===== config.mk =====
export PLATFORM = sky130hd
export DESIGN_NAME = tcw_queue
export DESIGN_NICKNAME = d
export VERILOG_FILES = /design/src/design/tcw_pkg.sv /design/src/design/tcw_queue.sv
export SDC_FILE = /design/constraint.sdc
export NUM_CORES = 1
export LEC_CHECK = 0
export ABC_AREA = 1
export ABC_CLOCK_PERIOD_IN_PS = 4600
export BUFFER_PORTS_ARGS = -buffer_cell sky130_fd_sc_hd__buf_2
export CORE_MARGIN = 2
export CORE_UTILIZATION = 46
export CTS_CLUSTER_DIAMETER = 50
export DETAILED_ROUTE_END_ITERATION = 12
export GPL_ROUTABILITY_DRIVEN = 0
export PLACE_DENSITY = 0.82
export SLEW_MARGIN = 0
export SYNTH_ARGS = -nofsm -noshare
export SYNTH_HDL_FRONTEND = slang
export SYNTH_SLANG_ARGS = --single-unit

===== constraint.sdc =====
create_clock -name i_clk -period 4.6 [get_ports i_clk]
set_input_delay 0.92 -clock i_clk [delete_from_list [all_inputs] [get_ports i_clk]]
set_output_delay 0.92 -clock i_clk [all_outputs]
set_load 0.05 [all_outputs]

===== src/design/tcw_pkg.sv =====
package tcw_pkg;

    localparam int COLUMNS = 80;
    localparam int ROWS    = 25;
    localparam int CELLS   = COLUMNS * ROWS;
    localparam int COL_W   = 7;
    localparam int ROW_W   = 5;
    localparam int ADDR_W  = $clog2(CELLS);

    localparam logic [1:0] CMD_PUT   = 2'd0;
    localparam logic [1:0] CMD_MOVE  = 2'd1;
    localparam logic [1:0] CMD_CLEAR = 2'd2;
    localparam logic [1:0] CMD_READ  = 2'd3;

    localparam logic [7:0] NEWLINE_CODE = 8'd10;
    localparam logic [7:0] BLANK_CODE   = 8'd32;
    localparam logic [7:0] RESET_COLOR  = 8'h27;

    localparam int QDEPTH = 2;

    typedef struct packed {
        logic [1:0]       command;
        logic [7:0]       char_code;
        logic [COL_W-1:0] column;
        logic [ROW_W-1:0] row;
    } t_cmd;

    typedef struct packed {
        logic [COL_W-1:0] cursor_column;
        logic [ROW_W-1:0] cursor_row;
        logic [11:0]      cursor_offset;
        logic [7:0]       read_char;
        logic [7:0]       read_attribute;
        logic             scrolled;
    } t_result;

endpackage


===== src/design/tcw_queue.sv =====
module tcw_queue (
    input  logic           i_clk,
    input  logic           i_rst_n,
    input  logic           i_valid,
    output logic           o_ready,
    input  tcw_pkg::t_cmd  i_data,
    output logic           o_valid,
    input  logic           i_ready,
    output tcw_pkg::t_cmd  o_data
);

    localparam int CW = $clog2(tcw_pkg::QDEPTH) + 1;

    tcw_pkg::t_cmd r_mem [tcw_pkg::QDEPTH];
    logic [$clog2(tcw_pkg::QDEPTH)-1:0] r_wp, r_rp;
    logic [CW-1:0]                      r_cnt;
    logic push, pop;

    assign o_ready = (r_cnt != CW'(tcw_pkg::QDEPTH));
    assign o_valid = (r_cnt != '0);
    assign o_data  = r_mem[r_rp];
    assign push = i_valid && o_ready;
    assign pop  = o_valid && i_ready;

    always_ff @(posedge i_clk) begin
        if (push) begin
            r_mem[r_wp] <= i_data;
        end
        if (!i_rst_n) begin
            r_wp <= '0;
            r_rp <= '0;
            r_cnt <= '0;
        end else begin
            if (push) r_wp <= r_wp + 1'b1;
            if (pop)  r_rp <= r_rp + 1'b1;
            r_cnt <= r_cnt + {{(CW-1){1'b0}}, push} - {{(CW-1){1'b0}}, pop};
        end
    end

endmodule


After elaboration in Yosys (flattened, before gate mapping) --
Memory sizes are Yosys's and may differ from the RTL's. A register that Yosys moved wholly into a read port is not among the register bits. Cells that the tools add are included. W data, S select, Z words.
Word-level totals: bits in registers 4, bits in writable memories 44, output and inout bits 24, logic and storage cells 16, memories 1
Operators by class: $add $sub $neg 4, equal/unequal tests 1, multiplexer cells 4, reductions and logical operators 3
Memories:
- r_mem | words 2, bits a word 22, read ports 1, clocked after Yosys merged registers in 1, write ports 1, line tcw_queue.sv:14 | tcw_pkg::t_cmd r_mem [tcw_pkg::QDEPTH];
Operator list (number):
- $mux W1 | 4
- $add A1 B1 Y1 const B | 2
- $add A2 B1 Y2 | 1
- $logic_and A1 B1 Y1 | 2
- $ne A2 B2 Y1 const B | 1
- $reduce_bool A2 Y1 | 1
- $sub A2 B1 Y2 | 1

Longest topological paths before layout --
Gate-level depths: netlist of the first run.
depth in word-level cells 4, gate-level depth with buffers 11

Worst setup path after synthesis of the first run --
OpenSTA, ideal clock, no wires.
kind in2reg, start point in i_valid, end point mem r_mem[1][0] (netlist bit), enable pin, setup time 402 ps, arrival time 2013 ps, required time 4198 ps, path slack 2185 ps, stages 2, path buffers 0, path through nand2_2 > nor2_1
On the way: longest elaborated chain between the ends 3
Ends and longest elaborated chain:
- from (decl) | line tcw_queue.sv:4 | input logic i_valid,
- $logic_and A1 B1 Y1 | line tcw_queue.sv:22 | assign push = i_valid && o_ready;
- $mux W1 | line tcw_queue.sv:26 | if (push) begin
- $mux W1 (implied by the code) | line tcw_queue.sv:27 | r_mem[r_wp] <= i_data;
- to (decl) | line tcw_queue.sv:14
Every way passes these cells.

==> results.toml, run 1 <==
[synthesis]
synth_area_um2 = 1910
ys_types = 15
synthCells = 104
yosysSeqAreaShare_pct = 74.3
yosysWarnings = 0
synth_nets = 131
ys_seq_elements = 49
avgSynthCellArea_um2 = 18.4

[final_layout]
final_area_um2 = 2290
area_growth_pct = 19.6
instances_no_fill = 209
antenna_cells = 0
drive_gt1_share_pct = 51.6
fillers = 322
fin_nets = 186

[die]
io_pins = 50
core.rowCount = 23
die_h_um = 68.5
start_util_pct = 47.8
core-area_um2 = 4000
die_w_um = 68.5
fp.dieArea_um2 = 4690

[place]
place_hpwl_um = 2090
portBuffers = 49
placed_cells_incl_taps = 202
place_area_um2 = 2210

[route]
drtPass1Iterations = 4
avgRoutedWirePerCell_um = 13.7
vias = 1014
drc_errors = 0
postRouteAntennaNets = 0
via_per_inst = 4.85
wl_um = 2860
drtIter0Drc = 49

[power_and_ir_drop]
p_clk_share_pct = 15.8
switchingPower_w = 0.000541
p_leak_nw = 0.927
p_int_w = 0.000848
powerDensity_nw_per_um2 = 608
switching_share_pct = 38.9
power.share.sequential_pct = 42.8
total_power_w = 0.00139
combPwrFrac_pct = 41.4
peakVddDrop_mv = 0.425

[worst_setup_path]
cp_max_fo = 20
critical_path_class = "flop to output port"
worstSetupStartpointType = "flop"
required_ns = 3.68
end_kind = "output port"
arrival_ns = 1.63

[cts]
root_buffer = "clkbuf_8"
cts_buffers = 5
cts_sinks = 49
post_cts_buffers = 0
hold_buffers = 0
post_cts_resized = 0
htreeDepth = 2
clkTransAtPathRegs_ns = 0.07
cts_tree = "yes"
insertion_delay_ns = 0.29
ctsLongestPathBuffers = 2

[status]
status = "complete, no violations"

[timing]
min_period_over_period_pct = 55.4
whs_ns = 0.518
setup_viol = 0
drv_slew = 0
period_needed_ns = 2.55
final.setup.tns_ns = 0
skew_ns = 0.00360
finalHoldViolations = 0
worst_pin_slew_ns = 1.12
rsz0062_at_grt = "false"
fmax_ghz = 0.392
slew_headroom_pct = 25.1

[global_route]
antenna_found_initial = 0
grt_max_degree = 24
overflow = 0
grt_usage_pct = 13.7
grt_pass1_vias = 1044
grt_pass1_wl_um = 4380

[hold_path]
hold_path_class = "flop to flop"

[job]
maxCapViolations = 0
-- metrics by stage --
step,util [%],worst slack [ns]
6_report,57.1,2.05
4_1_cts,57.1,2.02
2_1_floorplan,-,2.18
3_3_place_gp,55.2,2.25
3_5_place_dp,55.2,2.18
5_1_grt,57.1,1.97
-- layout by cell type, fill, tap and decap left out, drive strengths merged --
cell	Yosys	layout
buf	2	50
edfxtp	44	44
mux2	22	22
nand2	11	11
nor2	9	9
inv	7	7
clkbuf	0	6
dfxtp	5	5
xnor2	1	1
a21oi	1	1
nand3	1	1
ha	1	1
clkinv	0	1
-- sequential cells by signal, summed over array words and instances (netlist names), named ones only --
name,flops
r_rp,1
r_wp,1
r_cnt,2
r_mem,44
-- layer usage --
layer  global-route usage (%)  share of wire (%)  vias to the layer above
met5                        0                  0                        -
met4                     8.00                3.2                        0
met3                     5.43                6.8                       11
met2                     24.6                 53                       43
met1                     12.9                 37                      477
li1                         -                  -                      483
-- layout make-up --
cell class | instances | area [um2] | share of cell area (%)
inverters | 7 | 26.3 | 1.15
repair buffers | 50 | 253 | 11.1
well taps | 50 | 62.6 | 2.74
multi-input cells | 46 | 447 | 19.5
clock inverters | 1 | 3.75 | 0.164
flip-flops and latches | 49 | 1420 | 62.2
clock buffers | 6 | 72.6 | 3.17
-- path summary, 6_finish.rpt --
| path | start | to | slack, ns | cells past startpoint |
|---|---|---|---|---|
| worst min register to register | r_rp$_SDFFE_PN0P_ | flop | 0.52 | 2 |
| worst min-delay path | r_rp$_SDFFE_PN0P_ | flop | 0.52 | 2 |
| worst max-delay path | flop | o_data[10] | 2.05 | 3 |
| worst max register to register | r_cnt[0]$_SDFF_PN0_ | r_mem[1][16]$_DFFE_PP_ | 2.69 | 4 |
-- critical path: stages (launching register included) --
cell,delay [ns]
dfxtp_1,0.39
buf_4,0.36
mux2_2,0.38
buf_2,0.21
-- synthesized netlist by cell type --
cell type	n	area share (%)
edfxtp_1	44	69
mux2_4	20	16
nand2_1	10	2.0
inv_1	7	1.4
nor2_1	7	1.4
dfxtp_1	5	5.2
buf_6	2	1.2
mux2_2	2	1.2
a21oi_1	1	0.26
ha_1	1	0.65
nand2_2	1	0.33
nand3_1	1	0.26
nor2_2	1	0.33
nor2_4	1	0.59
xnor2_1	1	0.46
-- cell families after synthesis --
kind of cell               Yosys count  synth area share (%)
DFF                                 49                  74.3
muxes                               22                  16.9
and+or+nand+nor                     21                  4.84
buffers and inverters                9                  2.55
AOI/OAI and AO/OA                    1                 0.262
xor gates and xnor gates             1                 0.458
adders and majority gates            1                 0.654
-- power groups by stage --
| stage | Combinational, W | Clock, W | Sequential (W) |
|---|---|---|---|
| after global routing | 0.000611 | 0.000248 | 0.000601 |
| after global placement | 0.000562 | 0 | 0.000600 |
| after detailed placement | 0.000581 | 0 | 0.000606 |
| final | 0.000575 | 0.000220 | 0.000595 |
| after CTS | 0.000582 | 0.000229 | 0.000596 |
| after floorplan | 0.000480 | 0 | 0.000599 |
(Power assumes the default switching activity.)
==> run 2: changes to the inputs <==
Settings changed: ABC_AREA 1 to 0, ABC_CLOCK_PERIOD_IN_PS 4600 to 2210, PLACE_DENSITY 0.82 to 0.85.
Clock period 4.6 ns to 2.21 ns, I/O delays scaled along.
==> results.toml, run 2 <==
[power_and_ir_drop]
p_clk_share_pct = 22.8
peakVddDrop_mv = 0.677
p_int_w = 0.00172
p_leak_nw = 0.872
switchingPower_w = 0.000915
powerDensity_nw_per_um2 = 1160
combPwrFrac_pct = 32.7
power.share.sequential_pct = 44.5
switching_share_pct = 34.7

[synthesis]
synth_ff_type = "edfxtp_1"
synth_edf_count = 44
synthXorXnorAreaFrac_pct = 0.476
synthArstFlopShare_pct = 0
ys_types = 23
yosysSeqAreaShare_pct = 77.2
ys_seq_elements = 49
synth_area_um2 = 1840
yosys.area.top_type = "edfxtp_1"
synth_nets = 124
synth_mux_area_share_pct = 14.0
synth_top_family_by_area = "multiplexers"
ys_top_cells_by_count = "edfxtp_1, mux2_2, dfxtp_1"
synth_top_area_share_pct = 71.7
yosysMostFrequentCell = "edfxtp_1"
avgSynthCellArea_um2 = 19.0
synthCells = 97
yosys.area_share.adder_pct = 0.679
synth_compound_area_share_pct = 2.92
yosysWarnings = 0
synth_area_leaders = "edfxtp_1, mux2_2, dfxtp_1, a21bo_1, and2_1"
synthSimpleGateAreaFrac_pct = 4.01

[timing]
rsz0062_at_grt = "false"
period_needed_ns = 1.99
drv_slew = 0
whs_ns = 0.333
fmax_ghz = 0.502
min_period_over_period_pct = 90.2
final.setup.tns_ns = 0
setup_viol = 0
slew_headroom_pct = 80.2
skew_ns = 0.00262
finalHoldViolations = 0
worst_pin_slew_ns = 0.298

[worst_setup_path]
critical_path_class = "flop to output port"
slowest_stage = "mux2_2"
path_cells = "buf_4 -> mux2_2 -> buf_2"
path_buf_inv = 2
arrival_ns = 1.55
worstSetupStartpointType = "flop"
end_kind = "output port"
required_ns = 1.77
critPathMaxStageDelay_ns = 0.38
cp_top_family = "buffers and inverters"
cp_max_fo = 20

[final_layout]
fin_nets = 181
area_growth_pct = 23.2
antenna_cells = 0
final_cell_mix = "buf_2, edfxtp_1, mux2_2, dfxtp_1, clkbuf_8"
layout_commonest_cell = "buf_2"
regMostFlops = "r_mem"
drive_gt1_share_pct = 52.9
largest_reg_flops = 44
reg_top3 = "r_mem (44), r_cnt (2)"

[route]
drtIter0Drc = 50
vias = 991
wl_um = 2810
via_per_inst = 4.88
drc_errors = 0
avgRoutedWirePerCell_um = 13.8
drtPass1Iterations = 3
postRouteAntennaNets = 0

[cts]
htreeDepth = 2
clkTransAtPathRegs_ns = 0.08
ctsLongestPathBuffers = 2
insertion_delay_ns = 0.29
hold_buffers = 0
cts_buffers = 5
cts_sinks = 49
post_cts_buffers = 0
post_cts_resized = 0
cts_tree = "yes"
root_buffer = "clkbuf_8"

[die]
fp.dieArea_um2 = 4530
start_util_pct = 49.2
io_pins = 50
die_w_um = 67.3
core-area_um2 = 3740
die_h_um = 67.3
core.rowCount = 22

[status]
status = "complete, no violations"

[place]
place_hpwl_um = 1950
portBuffers = 49

[global_route]
overflow = 0
grt_pass1_vias = 976
antenna_found_initial = 0
grt_max_degree = 23
grt_usage_pct = 13.6
grt_pass1_wl_um = 4320

[job]
maxCapViolations = 0

[hold_path]
hold_path_class = "primary input to flop"
-- run 2: cell types whose count changed after synthesis, moves of 3 or more --
| cell | before | now |
|---|---|---|
| mux2_2 | 2 | 22 |
| mux2_4 | 20 | 0 |
| nand2_1 | 10 | 1 |
| inv_1 | 7 | 1 |
| nor2_1 | 7 | 2 |
| and2_1 | 0 | 3 |
-- run 2: final cells by class --
type / count / area (um2)
timing repair buffer: 52 / 268
clock buffer: 5 / 68.8
clock inverter: 3 / 41.3
sequential: 49 / 1420
multi-input combinational: 45 / 407
tap: 48 / 60.1
inverter: 1 / 3.75
fill: 305 / 1470
-- run 2: worst paths after layout --
kind                            start                      to  slack (ns)  depth (start not counted)
setup / recovery                 flop              o_data[11]        0.22                          3
hold / removal              i_data[6]   r_mem[1][6]$_DFFE_PP_        0.33                          1
setup reg to reg  r_cnt[0]$_SDFF_PN0_  r_mem[1][13]$_DFFE_PP_        0.77                          3
hold reg to reg     r_wp$_SDFFE_PN0P_       r_wp$_SDFFE_PN0P_        0.58                          2
-- run 2: stage by stage --
step	std cells	worst slack, ns	cell area (um2)	power, W	util (%)
final	203	0.217	2270	0.00264	60.6
after global routing	203	0.138	2270	0.00276	60.6
after CTS	203	0.183	2270	0.00267	60.6
after detailed placement	195	0.522	2160	0.00207	57.7
after global placement	195	0.548	2160	0.00204	57.7
after floorplan	97	0.218	1840	0.00188	-
-- run 2: logic make-up after synthesis --
| kind of cell | count (synthesis) |
|---|---|
| xor gates and xnor gates | 1 |
| and+or+nand+nor | 13 |
| adders and majority gates | 1 |
| buffers and inverters | 3 |
| AOI/OAI and AO/OA | 7 |
| DFF | 49 |
| muxes | 23 |
-- run 2: layer usage --
metal  GRT usage (%)  vias up  wire length, um
met3            6.67        3              258
li1                -      485                -
met2            21.8       39             1350
met4            5.36        0               29
met5               0        -                0
met1            15.8      464             1160
-- run 2: power by group through the flow --
stage               Sequential, W  Combinational (W)  Clock [W]
floorplan                 0.00118           0.000696          0
global placement          0.00118           0.000856          0
detailed placement        0.00119           0.000871          0
CTS                       0.00117           0.000874   0.000624
global route              0.00118           0.000913   0.000664
finish                    0.00117           0.000862   0.000601
-- run 2: worst register-to-register path: cells and delay by family (launching register included) --
family / cells / cell delay (ns)
buffers and inverters: 1 / 0.29
and+or+nand+nor: 2 / 0.37
DFF: 1 / 0.45
